## config.mk

```make
export PLATFORM = sky130hd
export DESIGN_NAME = morse_code_keyer
export DESIGN_NICKNAME = d
export VERILOG_FILES = /design/src/rtl/core/mck_pkg.sv /design/src/rtl/core/mck_front.sv /design/src/rtl/core/mck_fifo.sv /design/src/rtl/core/mck_back.sv /design/src/rtl/core/morse_code_keyer.sv
export SDC_FILE = /design/constraint.sdc
export NUM_CORES = 1
export LEC_CHECK = 0
export BUFFER_PORTS_ARGS = -buffer_cell sky130_fd_sc_hd__buf_4
export CORE_MARGIN = 2
export CORE_UTILIZATION = 67
export CTS_BUF_LIST = sky130_fd_sc_hd__clkbuf_8
export CTS_CLUSTER_SIZE = 28
export DETAILED_ROUTE_END_ITERATION = 8
export GPL_ROUTABILITY_DRIVEN = 0
export HOLD_SLACK_MARGIN = 0.08
export PLACE_DENSITY = 0.95
export SLEW_MARGIN = 10
export SYNTH_ARGS = -nofsm -noshare
export SYNTH_HDL_FRONTEND = slang
export SYNTH_SLANG_ARGS = --single-unit
```

## constraint.sdc

```tcl
create_clock -name clk -period 7.6 [get_ports clk]
set_clock_uncertainty 0.15 [all_clocks]
set_input_delay 0.76 -clock clk [delete_from_list [all_inputs] [get_ports clk]]
set_output_delay 0.76 -clock clk [all_outputs]
set_load 0.1 [all_outputs]
```

## src/rtl/core/mck_pkg.sv

```systemverilog
// Shared types, constants and the Morse lookup for the keyer.
// Depends on nothing; used by every module of the keyer.
`default_nettype none

package mck_pkg;

  localparam int DOT_W  = 12;
  localparam int FACT_W = 4;
  localparam int DUR_W  = 16;
  localparam int CHAR_W = 8;
  localparam int IDX_W  = 2;

  // Configuration register indexes
  localparam logic [IDX_W-1:0] REG_DOT_MS      = 2'd0;
  localparam logic [IDX_W-1:0] REG_DASH_FACTOR = 2'd1;
  localparam logic [IDX_W-1:0] REG_WORD_FACTOR = 2'd2;

  localparam logic [DOT_W-1:0]  DOT_MS_RST      = 12'd250;
  localparam logic [FACT_W-1:0] DASH_FACTOR_RST = 4'd5;
  localparam logic [FACT_W-1:0] WORD_FACTOR_RST = 4'd7;

  // ASCII codes
  localparam logic [CHAR_W-1:0] CHAR_SPACE  = 8'h20;
  localparam logic [CHAR_W-1:0] CHAR_ZERO   = 8'h30;
  localparam logic [CHAR_W-1:0] CHAR_NINE   = 8'h39;
  localparam logic [CHAR_W-1:0] CHAR_UP_A   = 8'h41;
  localparam logic [CHAR_W-1:0] CHAR_UP_Z   = 8'h5A;
  localparam logic [CHAR_W-1:0] CHAR_LO_A   = 8'h61;
  localparam logic [CHAR_W-1:0] CHAR_LO_Z   = 8'h7A;
  localparam logic [CHAR_W-1:0] CASE_OFFSET = 8'd32;
  localparam logic [5:0]        DIGIT_BASE  = 6'd26;

  typedef struct packed {
    logic [DOT_W-1:0]  dot_ms;
    logic [FACT_W-1:0] dash_factor;
    logic [FACT_W-1:0] word_factor;
  } cfg_t;

  // One classified character: a word gap, or up to five symbols.
  // Bit i of dashes is 1 when symbol i is a dash.
  typedef struct packed {
    logic       is_space;
    logic [2:0] len;
    logic [4:0] dashes;
  } desc_t;

  typedef struct packed {
    logic [2:0] len;
    logic [4:0] dashes;
  } code_t;

  // Morse table: A-Z at 0..25, 0-9 at 26..35.
  function automatic code_t mck_lookup(input logic [5:0] entry);
    code_t c;
    case (entry)
      6'd0:  c = '{3'd2, 5'b00010};
      6'd1:  c = '{3'd4, 5'b00001};
      6'd2:  c = '{3'd4, 5'b00101};
      6'd3:  c = '{3'd3, 5'b00001};
      6'd4:  c = '{3'd1, 5'b00000};
      6'd5:  c = '{3'd4, 5'b00100};
      6'd6:  c = '{3'd3, 5'b00011};
      6'd7:  c = '{3'd4, 5'b00000};
      6'd8:  c = '{3'd2, 5'b00000};
      6'd9:  c = '{3'd4, 5'b01110};
      6'd10: c = '{3'd3, 5'b00101};
      6'd11: c = '{3'd4, 5'b00010};
      6'd12: c = '{3'd2, 5'b00011};
      6'd13: c = '{3'd2, 5'b00001};
      6'd14: c = '{3'd3, 5'b00111};
      6'd15: c = '{3'd4, 5'b00110};
      6'd16: c = '{3'd4, 5'b01011};
      6'd17: c = '{3'd3, 5'b00010};
      6'd18: c = '{3'd3, 5'b00000};
      6'd19: c = '{3'd1, 5'b00001};
      6'd20: c = '{3'd3, 5'b00100};
      6'd21: c = '{3'd4, 5'b01000};
      6'd22: c = '{3'd3, 5'b00110};
      6'd23: c = '{3'd4, 5'b01001};
      6'd24: c = '{3'd4, 5'b01101};
      6'd25: c = '{3'd4, 5'b00011};
      6'd26: c = '{3'd5, 5'b11111};
      6'd27: c = '{3'd5, 5'b11110};
      6'd28: c = '{3'd5, 5'b11100};
      6'd29: c = '{3'd5, 5'b11000};
      6'd30: c = '{3'd5, 5'b10000};
      6'd31: c = '{3'd5, 5'b00000};
      6'd32: c = '{3'd5, 5'b00001};
      6'd33: c = '{3'd5, 5'b00011};
      6'd34: c = '{3'd5, 5'b00111};
      6'd35: c = '{3'd5, 5'b01111};
      default: c = '{3'd1, 5'b00000};
    endcase
    return c;
  endfunction

endpackage

`default_nettype wire

```

## src/rtl/core/mck_front.sv

```systemverilog
// Front end of the keyer: folds case, classifies the character and
// looks up its Morse pattern. Depends on mck_pkg.
`default_nettype none

module mck_front
  import mck_pkg::*;
(
  input  wire logic              push,
  input  wire logic [CHAR_W-1:0] in_char_code,
  output logic                   full,
  input  wire logic              q_full,
  output logic                   q_wr_en,
  output desc_t                  q_wr_desc
);

  logic [CHAR_W-1:0] up_char;
  logic              is_letter;
  logic              is_digit;
  logic              is_space;
  logic [5:0]        entry;
  code_t             code;

  always_comb begin
    up_char = in_char_code;
    if (in_char_code inside {[CHAR_LO_A:CHAR_LO_Z]}) begin
      up_char = in_char_code - CASE_OFFSET;
    end
    is_space  = (in_char_code == CHAR_SPACE);
    is_letter = up_char inside {[CHAR_UP_A:CHAR_UP_Z]};
    is_digit  = up_char inside {[CHAR_ZERO:CHAR_NINE]};
    if (is_digit) begin
      entry = DIGIT_BASE + 6'(up_char - CHAR_ZERO);
    end else begin
      entry = 6'(up_char - CHAR_UP_A);
    end
    code = mck_lookup(entry);
  end

  assign full = q_full;

  // Drop anything that is neither a space, a letter nor a digit.
  assign q_wr_en   = push && !q_full && (is_space || is_letter || is_digit);
  assign q_wr_desc = '{is_space: is_space, len: code.len, dashes: code.dashes};

endmodule

`default_nettype wire

```

## src/rtl/core/mck_fifo.sv

```systemverilog
// Short descriptor queue between the keyer's front and back ends.
// Depends on mck_pkg for the descriptor type.
`default_nettype none

module mck_fifo
  import mck_pkg::*;
#(
  parameter int DEPTH = 4
) (
  input  wire logic  clk,
  input  wire logic  rst_n,
  input  wire logic  wr_en,
  input  wire desc_t wr_desc,
  output logic       q_full,
  input  wire logic  rd_en,
  output desc_t      rd_desc,
  output logic       q_empty
);

  localparam int PW = (DEPTH > 1) ? $clog2(DEPTH) : 1;
  localparam int CW = $clog2(DEPTH + 1);

  desc_t           mem [DEPTH];
  logic [PW-1:0]   wr_ptr_r, wr_ptr_nxt;
  logic [PW-1:0]   rd_ptr_r, rd_ptr_nxt;
  logic [CW-1:0]   count_r, count_nxt;
  logic            do_wr, do_rd;

  assign q_full  = (count_r == CW'(DEPTH));
  assign q_empty = (count_r == '0);
  assign do_wr   = wr_en && !q_full;
  assign do_rd   = rd_en && !q_empty;
  assign rd_desc = mem[rd_ptr_r];

  always_comb begin
    wr_ptr_nxt = wr_ptr_r;
    rd_ptr_nxt = rd_ptr_r;
    count_nxt  = count_r;
    if (do_wr) begin
      wr_ptr_nxt = (wr_ptr_r == PW'(DEPTH - 1)) ? '0 : wr_ptr_r + 1'b1;
    end
    if (do_rd) begin
      rd_ptr_nxt = (rd_ptr_r == PW'(DEPTH - 1)) ? '0 : rd_ptr_r + 1'b1;
    end
    if (do_wr && !do_rd) begin
      count_nxt = count_r + CW'(1);
    end else if (do_rd && !do_wr) begin
      count_nxt = count_r - CW'(1);
    end
  end

  always_ff @(posedge clk) begin
    if (!rst_n) begin
      wr_ptr_r <= '0;
      rd_ptr_r <= '0;
      count_r  <= '0;
    end else begin
      wr_ptr_r <= wr_ptr_nxt;
      rd_ptr_r <= rd_ptr_nxt;
      count_r  <= count_nxt;
    end
  end

  always_ff @(posedge clk) begin
    if (do_wr) begin
      mem[wr_ptr_r] <= wr_desc;
    end
  end

endmodule

`default_nettype wire

```

## src/rtl/core/mck_back.sv

```systemverilog
// Back end of the keyer: walks one descriptor into the output register, one LED
// segment a cycle unless the receiver stalls. Depends on mck_pkg.
`default_nettype none

module mck_back
  import mck_pkg::*;
(
  input  wire logic             clk,
  input  wire logic             rst_n,
  input  wire cfg_t             cfg,
  input  wire logic             q_empty,
  input  wire desc_t            rd_desc,
  output logic                  rd_en,
  input  wire logic             pop,
  output logic                  empty,
  output logic                  out_led_on,
  output logic [DUR_W-1:0]      out_duration_ms,
  output logic                  out_last
);

  desc_t             desc_r, desc_nxt;
  logic              busy_r, busy_nxt;
  logic [3:0]        step_r, step_nxt;
  logic              out_valid_r, out_valid_nxt;
  logic              led_r, led_nxt;
  logic [DUR_W-1:0]  dur_r, dur_nxt;
  logic              last_r, last_nxt;

  logic [2:0]        sym;
  logic              seg_on;
  logic              seg_final;
  logic              sym_dash;
  logic              adv;
  logic              emit;
  logic              load;
  logic [DUR_W-1:0]  dot_dur, dash_dur, word_dur;

  always_comb begin
    dot_dur  = DUR_W'(cfg.dot_ms);
    dash_dur = DUR_W'(DUR_W'(cfg.dot_ms) * DUR_W'(cfg.dash_factor));
    word_dur = DUR_W'(DUR_W'(cfg.dot_ms) * DUR_W'(cfg.word_factor));

    sym       = step_r[3:1];
    sym_dash  = (sym < 3'd5) ? desc_r.dashes[sym] : 1'b0;
    seg_on    = !desc_r.is_space && !step_r[0] && (sym < desc_r.len);
    seg_final = desc_r.is_space || (step_r == {desc_r.len, 1'b0});

    adv  = !out_valid_r || pop;
    emit = busy_r && adv;
    load = !q_empty && (!busy_r || (emit && seg_final));

    desc_nxt = desc_r;
    busy_nxt = busy_r;
    step_nxt = step_r;
    if (load) begin
      desc_nxt = rd_desc;
      busy_nxt = 1'b1;
      step_nxt = '0;
    end else if (emit) begin
      busy_nxt = !seg_final;
      step_nxt = step_r + 4'd1;
    end

    out_valid_nxt = out_valid_r && !pop;
    led_nxt       = led_r;
    dur_nxt       = dur_r;
    last_nxt      = last_r;
    if (emit) begin
      out_valid_nxt = 1'b1;
      led_nxt       = seg_on;
      last_nxt      = seg_final;
      if (desc_r.is_space) begin
        dur_nxt = word_dur;
      end else if (seg_on && sym_dash) begin
        dur_nxt = dash_dur;
      end else begin
        dur_nxt = dot_dur;
      end
    end
  end

  assign rd_en           = load;
  assign empty           = !out_valid_r;
  assign out_led_on      = led_r;
  assign out_duration_ms = dur_r;
  assign out_last        = last_r;

  always_ff @(posedge clk) begin
    if (!rst_n) begin
      busy_r      <= 1'b0;
      step_r      <= '0;
      out_valid_r <= 1'b0;
    end else begin
      busy_r      <= busy_nxt;
      step_r      <= step_nxt;
      out_valid_r <= out_valid_nxt;
    end
  end

  always_ff @(posedge clk) begin
    desc_r <= desc_nxt;
    led_r  <= led_nxt;
    dur_r  <= dur_nxt;
    last_r <= last_nxt;
  end

endmodule

`default_nettype wire

```

## src/rtl/core/morse_code_keyer.sv

```systemverilog
// Morse code keyer: one ASCII character in, a run of timed LED segments out.
// Depends on mck_pkg, mck_front, mck_fifo and mck_back.
//
// Input side is a queue: drive in_char_code and raise push; the character
// is taken at an edge where push is high and full is low. Letters of either
// case and digits give their Morse segments, a space gives one dark word gap,
// every other code is taken and dropped without a result.
// Result side is a queue too: while empty is low the oldest segment sits on
// out_led_on / out_duration_ms / out_last; raise pop to take it. out_last
// marks the final segment of a character (the letter gap or the word gap).
// A character's first segment passes the descriptor queue and the back
// end's descriptor register on its way out. The back end issues one segment
// a cycle, 2*n+1 per character of n Morse symbols (3 to 11) and one per
// space, and a queued next character follows with no gap. The front end
// keeps accepting into a QUEUE_DEPTH-entry queue while the back end works.
// If the receiver stalls, the segment holds on the ports, the back end
// waits, and full rises once the descriptor queue fills.
// Reset (rst_n low, synchronous) empties both queues and loads the timing
// registers with 250 ms dot, dash of 5 dots, word gap of 7 dots.
// Configuration writes (cfg_we, cfg_index, cfg_wdata) are registered and
// belong to idle periods only; an index past the last register is ignored.
`default_nettype none

module morse_code_keyer
  import mck_pkg::*;
#(
  parameter int QUEUE_DEPTH = 4
) (
  input  wire logic              clk,
  input  wire logic              rst_n,
  // input queue
  input  wire logic              push,
  input  wire logic [CHAR_W-1:0] in_char_code,
  output logic                   full,
  // result queue
  input  wire logic              pop,
  output logic                   empty,
  output logic                   out_led_on,
  output logic [DUR_W-1:0]       out_duration_ms,
  output logic                   out_last,
  // configuration
  input  wire logic              cfg_we,
  input  wire logic [IDX_W-1:0]  cfg_index,
  input  wire logic [DOT_W-1:0]  cfg_wdata
);

  cfg_t  cfg_r, cfg_nxt;
  logic  q_full, q_empty;
  logic  q_wr_en, q_rd_en;
  desc_t q_wr_desc, q_rd_desc;

  // Timing registers: keep only the low bits of each register's width.
  always_comb begin
    cfg_nxt = cfg_r;
    if (cfg_we) begin
      case (cfg_index)
        REG_DOT_MS:      cfg_nxt.dot_ms      = cfg_wdata;
        REG_DASH_FACTOR: cfg_nxt.dash_factor = cfg_wdata[FACT_W-1:0];
        REG_WORD_FACTOR: cfg_nxt.word_factor = cfg_wdata[FACT_W-1:0];
        default:         cfg_nxt             = cfg_r;
      endcase
    end
  end

  always_ff @(posedge clk) begin
    if (!rst_n) begin
      cfg_r <= '{dot_ms: DOT_MS_RST, dash_factor: DASH_FACTOR_RST,
                 word_factor: WORD_FACTOR_RST};
    end else begin
      cfg_r <= cfg_nxt;
    end
  end

  // Classify and look up the character.
  mck_front u_front (
    .push         (push),
    .in_char_code (in_char_code),
    .full         (full),
    .q_full       (q_full),
    .q_wr_en      (q_wr_en),
    .q_wr_desc    (q_wr_desc)
  );

  // Decouple classification from segment timing.
  mck_fifo #(
    .DEPTH (QUEUE_DEPTH)
  ) u_fifo (
    .clk     (clk),
    .rst_n   (rst_n),
    .wr_en   (q_wr_en),
    .wr_desc (q_wr_desc),
    .q_full  (q_full),
    .rd_en   (q_rd_en),
    .rd_desc (q_rd_desc),
    .q_empty (q_empty)
  );

  // Walk segments into the output register.
  mck_back u_back (
    .clk             (clk),
    .rst_n           (rst_n),
    .cfg             (cfg_r),
    .q_empty         (q_empty),
    .rd_desc         (q_rd_desc),
    .rd_en           (q_rd_en),
    .pop             (pop),
    .empty           (empty),
    .out_led_on      (out_led_on),
    .out_duration_ms (out_duration_ms),
    .out_last        (out_last)
  );

endmodule

`default_nettype wire

```

Word-level counts from Yosys, hierarchy flattened:

Memories as Yosys holds them, arrays and structs flattened. A register that Yosys moved wholly into a read port is not among the register bits.
Index checks and enable logic that the tools add are counted.

* register bits: 51
* RAM bits: 36
* memory bits (read-only): 512
* bits of input ports: 27
* output and inout bits: 20
* logic and storage cells: 97
* memories kept: 2

* add/sub/neg operators: 9
* $mul: 2
* order comparisons: 9
* equal/unequal tests: 7
* muxes and demuxes: 16
* bitwise logic cells: 1
* reduce and logical (&&, ||, !) cells: 39

Memory list
* (no name shown): words 64, width 8, rd ports 1, clocked after memory_dff 0, write ports 0, RTL line mck_pkg.sv:55 `case (entry)`
* u_fifo.mem: words 4, width 9, rd ports 1, clocked after memory_dff 1, write ports 1, RTL line mck_fifo.sv:23 `desc_t mem [DEPTH];`

Operator list (number)
* $mul 12x4->16: 2
* $mux 16: 2
* $ge 8x7->1 const B: 2
* $le 8x7->1 const B: 2
* $logic_and 1x1->1: 16
* $logic_not 1->1: 10
* $eq 8x6->1 const B: 1
* $ge 8x6->1 const B: 1
* $le 8x6->1 const B: 1
* $mux 8: 1
* $sub 8x6->8 const B: 1
* $mux 1: 7
* $add 5x6->6 const A: 1
* $eq 2x2->1 const B: 3
* $mux 3: 2
* $mux 6: 1
* $reduce_and 2->1: 3
* $sub 6x1->6 const B: 1
* $sub 6x6->6 const B: 1
* $logic_or 1x1->1: 5
* $add 2x1->2 const B: 2
* $add 4x1->4 const B: 1
* $eq 4x4->1: 1
* $lt 3x4->1 const B: 1
* 13 further kinds: 15

Depth between registers and ports, before layout:

Gate-level depths: netlist of the first run.

* depth after elaboration: 13
* mapped depth: 16
* depth with buffers taken out: 14

Hierarchy:

From an unflattened synthesis of the first run, not the netlist that was laid out.

* cells, all modules: 845
* area, all modules: 8185.4 um2

Modules (own cells, without submodules)
* mck_back: times used 1, cells an instance 500, area an instance 4391.7 um2, sequential area each 930.9 um2
* mck_fifo: times used 1, cells an instance 98, area an instance 1773.0 um2, sequential area each 1261.2 um2
* mck_front: times used 1, cells an instance 163, area an instance 1174.9 um2, sequential area each 0.0 um2
* morse_code_keyer: times used 1, cells an instance 84, area an instance 845.8 um2, sequential area each 400.4 um2

Least setup slack after synthesis of the first run:

Ideal clock, no wire load.

* path type: flip-flop to flip-flop
* start: register u_fifo.count_r[0]
* end: register u_fifo.count_r[2]
* setup time: 0.076 ns
* arrival time: 4.052 ns
* data required time: 7.374 ns
* setup slack: 3.323 ns
* cell stages (with the launch flop): 9
* buffers on the path: 0
* period minus slack after synthesis: 4.277 ns
* cells stage by stage: dfxtp_1 > nor3b_1 > nor3b_2 > ha_1 > inv_1 > fa_1 > xor2_1 > or3_1 > a21boi_0

* longest elaborated chain between the ends: 8
* elaborated cells between the ends (all ways): 18
* classes of those cells: 2 x add/sub; 1 x eq/ne; 2 x mux; 13 x reduce/logical

Ends and longest elaborated chain
* start, declared: RTL line mck_fifo.sv:26 `logic [CW-1:0] count_r, count_nxt;`
* start signal, assigned: RTL line mck_fifo.sv:60 `count_r <= count_nxt;`
* $eq 3x3->1 (*): RTL line mck_fifo.sv:29 `assign q_full = (count_r == CW'(DEPTH));`
* net full: RTL line morse_code_keyer.sv:34 `output logic full,`
* $logic_not 1->1 (*): RTL line mck_front.sv:42, mck_fifo.sv:31
* $logic_and 1x1->1 (2 in series): RTL line mck_front.sv:42 `assign q_wr_en = push && !q_full && (is_space || is_letter || is_digit);`
* $logic_and 1x1->1 (*): RTL line mck_fifo.sv:31 `assign do_wr = wr_en && !q_full;`
* net u_fifo.do_wr: RTL line mck_fifo.sv:27 `logic do_wr, do_rd;`
* $logic_not 1->1: RTL line mck_fifo.sv:47 `end else if (do_rd && !do_wr) begin`
* $logic_and 1x1->1: RTL line mck_fifo.sv:47
* $reduce_bool 2->1 (no source line)

The timed path passes the listed nets; every way through them passes the cells marked *. The select of a mux whose other input is x is not followed.
A chain may end at the register's enable or synchronous reset.

Worst setup path in the final report of the first run:

* start: register cfg_r[3] in the netlist's numbering
* end: register u_back.dur_r[15], in the netlist u_back.out_duration_ms[15] (data pin)

* longest elaborated chain between the ends: 2

Ends and longest elaborated chain
* start, declared: RTL line morse_code_keyer.sv:47 `cfg_t cfg_r, cfg_nxt;`
* start signal, assigned: RTL line morse_code_keyer.sv:67 `cfg_r <= '{dot_ms: DOT_MS_RST, dash_factor: DASH_FACTOR_RST,`
* start signal, assigned: RTL line morse_code_keyer.sv:70 `cfg_r <= cfg_nxt;`
* $mul 12x4->16: RTL line mck_back.sv:41 `word_dur = DUR_W'(DUR_W'(cfg.dot_ms) * DUR_W'(cfg.word_factor));`
* $mux 16: RTL line mck_back.sv:72 `if (desc_r.is_space) begin`
* end signal, assigned: RTL line mck_back.sv:103 `dur_r <= dur_nxt;`
* end, declared: RTL line mck_back.sv:26 `logic [DUR_W-1:0] dur_r, dur_nxt;`

Every way passes these cells.

==> results_dict.tcl, run 1 <==
set metrics [dict create \
    p_per_area_nw_per_um2 272 \
    dp_hpwl_um 13800 \
    place_area_um2 8000 \
    cap_violations 0 \
    regToRegStartpoint "cfg_r[3]" \
    drc 0 \
    synth_fp_nets 931 \
    critPathRequiredTime_ns 7.56 \
    yosysMostFrequentCell "nand2_1" \
    yosys_warnings 0 \
    syn-cell-area_um2 7620 \
    dp_cells 949 \
    rows 38 \
    cts_tree "yes" \
    cts_root_buf "clkbuf_8" \
    synth_edf_count 63 \
    fin_crit_ns 4.78 \
    fin_util_pct 74.6 \
    ys_seq_elements 96 \
    setup_viol 0 \
    pre_cts_slack_ns 2.98 \
    clock_path_buffers 2 \
    drtIter0Drc 766 \
    syn_inst 801 \
    clk_latency_ns 0.38 \
    die_area_um2 12200 \
    start_kind "flop" \
    yosysTopAreaCell "edfxtp_1" \
    synth_ff_type "edfxtp_1" \
    synthTopCellsByArea "edfxtp_1 25%, fa_1 11%, ha_1 10%" \
    port_buffers 46 \
    reg2reg_depth 13 \
    avgRoutedWirePerCell_um 19.0 \
    tightest_slew_ns 1.00 \
    htree_levels 3 \
    via_per_inst 6.42 \
    setup_slack_ns 2.82 \
    holdWs_ns 0.349 \
    hold_viol 0 \
    initial_core_util_pct 69.4 \
    grt_max_degree 31 \
    power_mw 2.22 \
    fin_crit_sh_pct 62.9 \
    combPwrFrac_pct 49.8 \
    synthDominantCellAreaShare_pct 24.8 \
    area_growth_pct 7.47 \
    maxSlewHeadroom_pct 32.8 \
    die_h_um 111 \
    slowest_delay_ns 0.74 \
    crit_chain "nand2_1 -> fa_1 -> fa_1 -> inv_1 -> ha_1 -> a21o_1 -> a21oi_1 -> nand2b_1 -> a21oi_1 -> a2111oi_0 -> o311ai_0 -> xnor2_1 -> o22ai_1" \
    grt_antenna_before_repair 0 \
    p_switching_mw 1.02 \
    cts_resized 0 \
    firstDrtPassIters 5 \
    holdPathEnd "u_back.out_valid_r" \
    cts.clk_slew.worst_paths_ns 0.10 \
    vias 6199 \
    synth_commonest_cells "122 x nand2_1, 74 x inv_1, 63 x edfxtp_1" \
    synth.distinct_cells 69 \
    sequentialPowerShare_pct 35.0 \
    yosysSeqAreaShare_pct 33.5 \
    r2r-end "u_back.out_duration_ms[15]" \
    arrival_ns 4.74 \
    status "completed" \
    ios 47 \
    max-vdd-ir-drop_uv 303 \
    drive_above_1_share_pct 10.7 \
    numClockSinks 96 \
    grt_pass1_wl_um 29700 \
    critPathSlowestCell "a2111oi_0" \
    ant_nets 0 \
    avgSynthCellArea_um2 9.52 \
    wirelength_um 18300 \
    coreArea_um2 11000 \
    path_class "flop to flop" \
    fin_cells 965 \
    fmax_mhz 209 \
    ff2ff_setup_slack_ns 2.82 \
    diodes 0 \
    slew_viol_final 0 \
    holdCritStartpoint "u_back.busy_r" \
    final_area_um2 8190 \
    hold_path_depth 1 \
    post_cts_buffers 0 \
    cts_buffers 9 \
    hold_class "flop to flop" \
    fin_tns_setup_ns 0 \
    grt_overflow 0 \
    clock_power_share_pct 15.2 \
    final_nets 950 \
    end_kind "flop" \
    async_flop_share_pct 0 \
    rsz0062_at_grt "no" \
    cts_hold_buf 0 \
    grt_pass1_vias 6083 \
    leakagePower_nw 3.67 \
    internal_power_mw 1.21 \
    grt_use_total_pct 30.2 \
    chipWidth_um 111 \
    worst-path-max-fanout 13 \
    swShare_pct 45.6 \
]
[how the worst max path moves through the flow]
| stage | cells after the start | endpoint | start | slack [ns] |
|---|---|---|---|---|
| 2_1_floorplan | 8 | u_fifo.count_r[2] | u_fifo.count_r[0] | 3.32 |
| 3_3_place_gp | 13 | u_back.out_duration_ms[15] | cfg_r[3] | 3.23 |
| 3_5_place_dp | 13 | u_back.out_duration_ms[15] | cfg_r[3] | 2.98 |
| 4_1_cts | 13 | u_back.out_duration_ms[15] | cfg_r[3] | 2.94 |
| 5_1_grt | 13 | u_back.out_duration_ms[15] | cfg_r[3] | 2.70 |
| 6_report | 13 | u_back.out_duration_ms[15] | cfg_r[3] | 2.82 |
[power groups by stage]
stage          clock network, mW  registers (mW)  logic (mW)
2_1_floorplan                  0            1.01       0.614
3_5_place_dp                   0           0.789        1.08
3_3_place_gp                   0           0.781        1.03
5_1_grt                    0.350           0.795        1.18
6_report                   0.337           0.779        1.11
4_1_cts                    0.334           0.778        1.09
[cell families (layout without fill, tap and decap cells)]
group	Yosys count	after routing	synth area share, %
muxes	33	33	5.97
and+or+nand+nor	281	281	17.7
xor gates and xnor gates	31	31	3.56
DFF	96	96	33.5
buffers and inverters	116	140	5.94
adders and majority gates	103	103	20.9
AOI/OAI and AO/OA	141	141	12.4
[cells in the final DEF (no fill, tap or decap), drive strengths merged, types with 33 or more instances in the layout]
| cell | n |
|---|---|
| edfxtp | 63 |
| nand2 | 122 |
| inv | 78 |
| and2 | 42 |
| dfxtp | 33 |
| fa | 41 |
| a21oi | 38 |
| nor2 | 38 |
| buf | 49 |
| ha | 62 |
[final cells by class]
| class | instances | area (µm²) |
|---|---|---|
| Multi-Input combinational cell | 589 | 4620 |
| Fill cell | 671 | 2790 |
| Sequential cell | 96 | 2550 |
| Timing Repair Buffer | 49 | 368 |
| Inverter | 75 | 282 |
| Tap cell | 140 | 175 |
| Clock buffer | 9 | 124 |
| Clock inverter | 7 | 71.3 |
[sequential cells by signal, summed over array words and instances (netlist names)]
register / cells
cfg_r: 20
u_back.busy_r: 1
u_back.desc_r: 9
u_back.out_duration_ms: 16
u_back.out_last: 1
u_back.out_led_on: 1
u_back.out_valid_r: 1
u_back.step_r: 4
u_fifo.count_r: 3
u_fifo.mem: 36
u_fifo.rd_ptr_r: 2
u_fifo.wr_ptr_r: 2
[worst max-delay path: cells and delay by family, from the launching register on]
kind                     cells  cell delay (ns)
AND/OR/NAND/NOR              2             0.37
AO/OA/AOI/OAI                6             1.63
XOR/XNOR                     1             0.27
adder cells (fa/ha/maj)      3             1.37
flip-flops                   1             0.63
buffers and inverters        1             0.08
[layer usage]
metal	vias up	wire (µm)	GRT usage [%]
met1	2909	6980	38.0
met4	0	651	11.1
met5	-	0	0
met3	70	1880	7.00
li1	2794	-	-
met2	426	8830	51.2
Power figures use the tool's default switching activity.
==> run 2: changes to the inputs <==
CORE_UTILIZATION = 64   (was 67)
PLACE_DENSITY = 0.91   (was 0.95)
clock period = 4.9 ns   (was 7.6 ns; I/O delays follow)
==> run 2 against run 1 <==
  * The flow now finishes with violations (design-rule violations)
  * Clock-buffer cell count unchanged
  * Critical path depth unchanged
  * Non-clock buffer count is 6 higher
  * Power rose by 52%
  * Sequential power rose by 54%
  * Setup slack lost 2.5 ns
  * Die area is 4.5% higher
  * Global-route usage down 0.97 points
  * Combinational power grew 55%
  * Fmax grew 5.1%
  * Critical endpoint is now u_back.out_duration_ms[13]
  * Largest power group unchanged
  * Highest routed layer unchanged
==> results_dict.tcl, run 2 (same netlist as run 1, synthesis figures left out) <==
set metrics [dict create \
    largest_register_ffs 36 \
    rows 39 \
    diodes 0 \
    coreArea_um2 11500 \
    maxSlewHeadroom_pct 31.6 \
    numClockSinks 96 \
    fin_util_pct 71.3 \
    cts.clk_slew.worst_paths_ns 0.08 \
    htree_levels 3 \
    place_area_um2 8050 \
    cts_buffers 9 \
    critPathLaunch "cfg_r[5]" \
    fin_crit_sh_pct 92.9 \
    crit_end "u_back.out_duration_ms[13]" \
    port_buffers 46 \
    ff2ff_setup_slack_ns 0.35 \
    met3_usage_pct 6.37 \
    final_nets 956 \
    initial_core_util_pct 66.2 \
    clock_path_buffers 2 \
    avgRoutedWirePerCell_um 18.4 \
    worst-path-max-fanout 13 \
    grt_use_total_pct 29.3 \
    setup_slack_ns 0.349 \
    power_mw 3.37 \
    end_kind "flop" \
    grt_antenna_before_repair 0 \
    die_area_um2 12800 \
    hold_class "input pin to flop" \
    vias 6125 \
    cts_tree "yes" \
    largest-register "u_fifo.mem" \
    ant_nets 0 \
    cts_root_buf "clkbuf_8" \
    final_common_cell "nand2_1" \
    r2r-end "u_back.out_duration_ms[13]" \
    grt_pass1_wl_um 29600 \
    path_class "flop to flop" \
    fin_crit_ns 4.55 \
    fmax_mhz 220 \
    start_kind "flop" \
    cts_hold_buf 0 \
    status "finished with violations" \
    use_met2_pct 49.0 \
    arrival_ns 4.51 \
    rsz0062_at_grt "no" \
    grt_overflow 0 \
    drive_above_1_share_pct 11.1 \
    post_cts_buffers 0 \
    holdWs_ns 0.180 \
    final_area_um2 8210 \
    met1_usage_pct 37.9 \
    critPathRequiredTime_ns 4.86 \
    regToRegStartpoint "cfg_r[5]" \
    wirelength_um 17900 \
    violations "design-rule violations" \
    final_cell_mix "122 x nand2_1, 76 x inv_1, 63 x edfxtp_1" \
    reg2reg_depth 13 \
    via_per_inst 6.29 \
    clk_latency_ns 0.38 \
    drc 7 \
    p_per_area_nw_per_um2 411 \
    drtIter0Drc 629 \
    dp_cells 958 \
    area_growth_pct 7.71 \
    firstDrtPassIters 9 \
    fin_tns_setup_ns 0 \
    leakagePower_nw 3.68 \
    dp_hpwl_um 13600 \
    ios 47 \
    slew_viol_final 0 \
    grt_pass1_vias 6054 \
    pre_cts_slack_ns 0.380 \
    die_h_um 113 \
    cap_violations 0 \
    tightest_slew_ns 1.02 \
    grt_max_degree 31 \
    fin_cells 974 \
    busiest_layer "met2" \
    chipWidth_um 113 \
    setup_viol 0 \
    hold_viol 0 \
    cts_resized 0 \
    fill_cells 769 \
    max-vdd-ir-drop_uv 200 \
]
-- run 2: cell types whose count changed in the layout (fill, tap and decap cells not counted), sizes merged --
cell    previous run  this run
bufinv             1         0
buf               49        55
clkinv             2         3
-- run 2: worst min path at each step --
stage / start / slack, ns / to / cells past startpoint
3_5_place_dp: u_back.busy_r / 0.33 / u_back.out_valid_r / 1
2_1_floorplan: u_back.busy_r / 0.30 / u_back.out_valid_r / 1
4_1_cts: cfg_wdata[6] / 0.17 / cfg_r[14] / 3
3_3_place_gp: u_back.busy_r / 0.31 / u_back.out_valid_r / 1
5_1_grt: cfg_wdata[5] / 0.19 / cfg_r[13] / 3
6_report: cfg_wdata[6] / 0.18 / cfg_r[14] / 3
-- run 2: report_power, final --
group          internal, mW  switching, mW  total [mW]
clock                 0.180          0.272       0.452
combinational         0.563           1.16        1.72
sequential             1.08          0.126        1.20
-- run 2: metal layers --
metal  up-vias  wire (µm)
li1       2809          -
met1      2881       7040
met2       377       8540
met3        58       1710
met4         0        631
met5         -          0
-- run 2: critical path, cell delays in order (launching register included) --
cell and delay, ns:
dfxtp_1 0.61, nand2_1 0.13, fa_1 0.48, fa_1 0.54, inv_1 0.07, ha_1 0.30
a21o_1 0.17, a21o_1 0.21, a2111oi_0 0.69, nor3_1 0.18, or3_1 0.39, o311ai_0 0.11
xor2_1 0.19, o22ai_1 0.09
-- run 2: layout make-up --
cell class / instances / area [µm²] / share of cell area, %
tap: 143 / 179 / 2.18
clock buffer: 9 / 124 / 1.51
clock inverter: 7 / 40.0 / 0.488
inverter: 75 / 282 / 3.43
timing repair buffer: 55 / 413 / 5.03
multi-input combinational: 589 / 4620 / 56.3
sequential: 96 / 2550 / 31.1
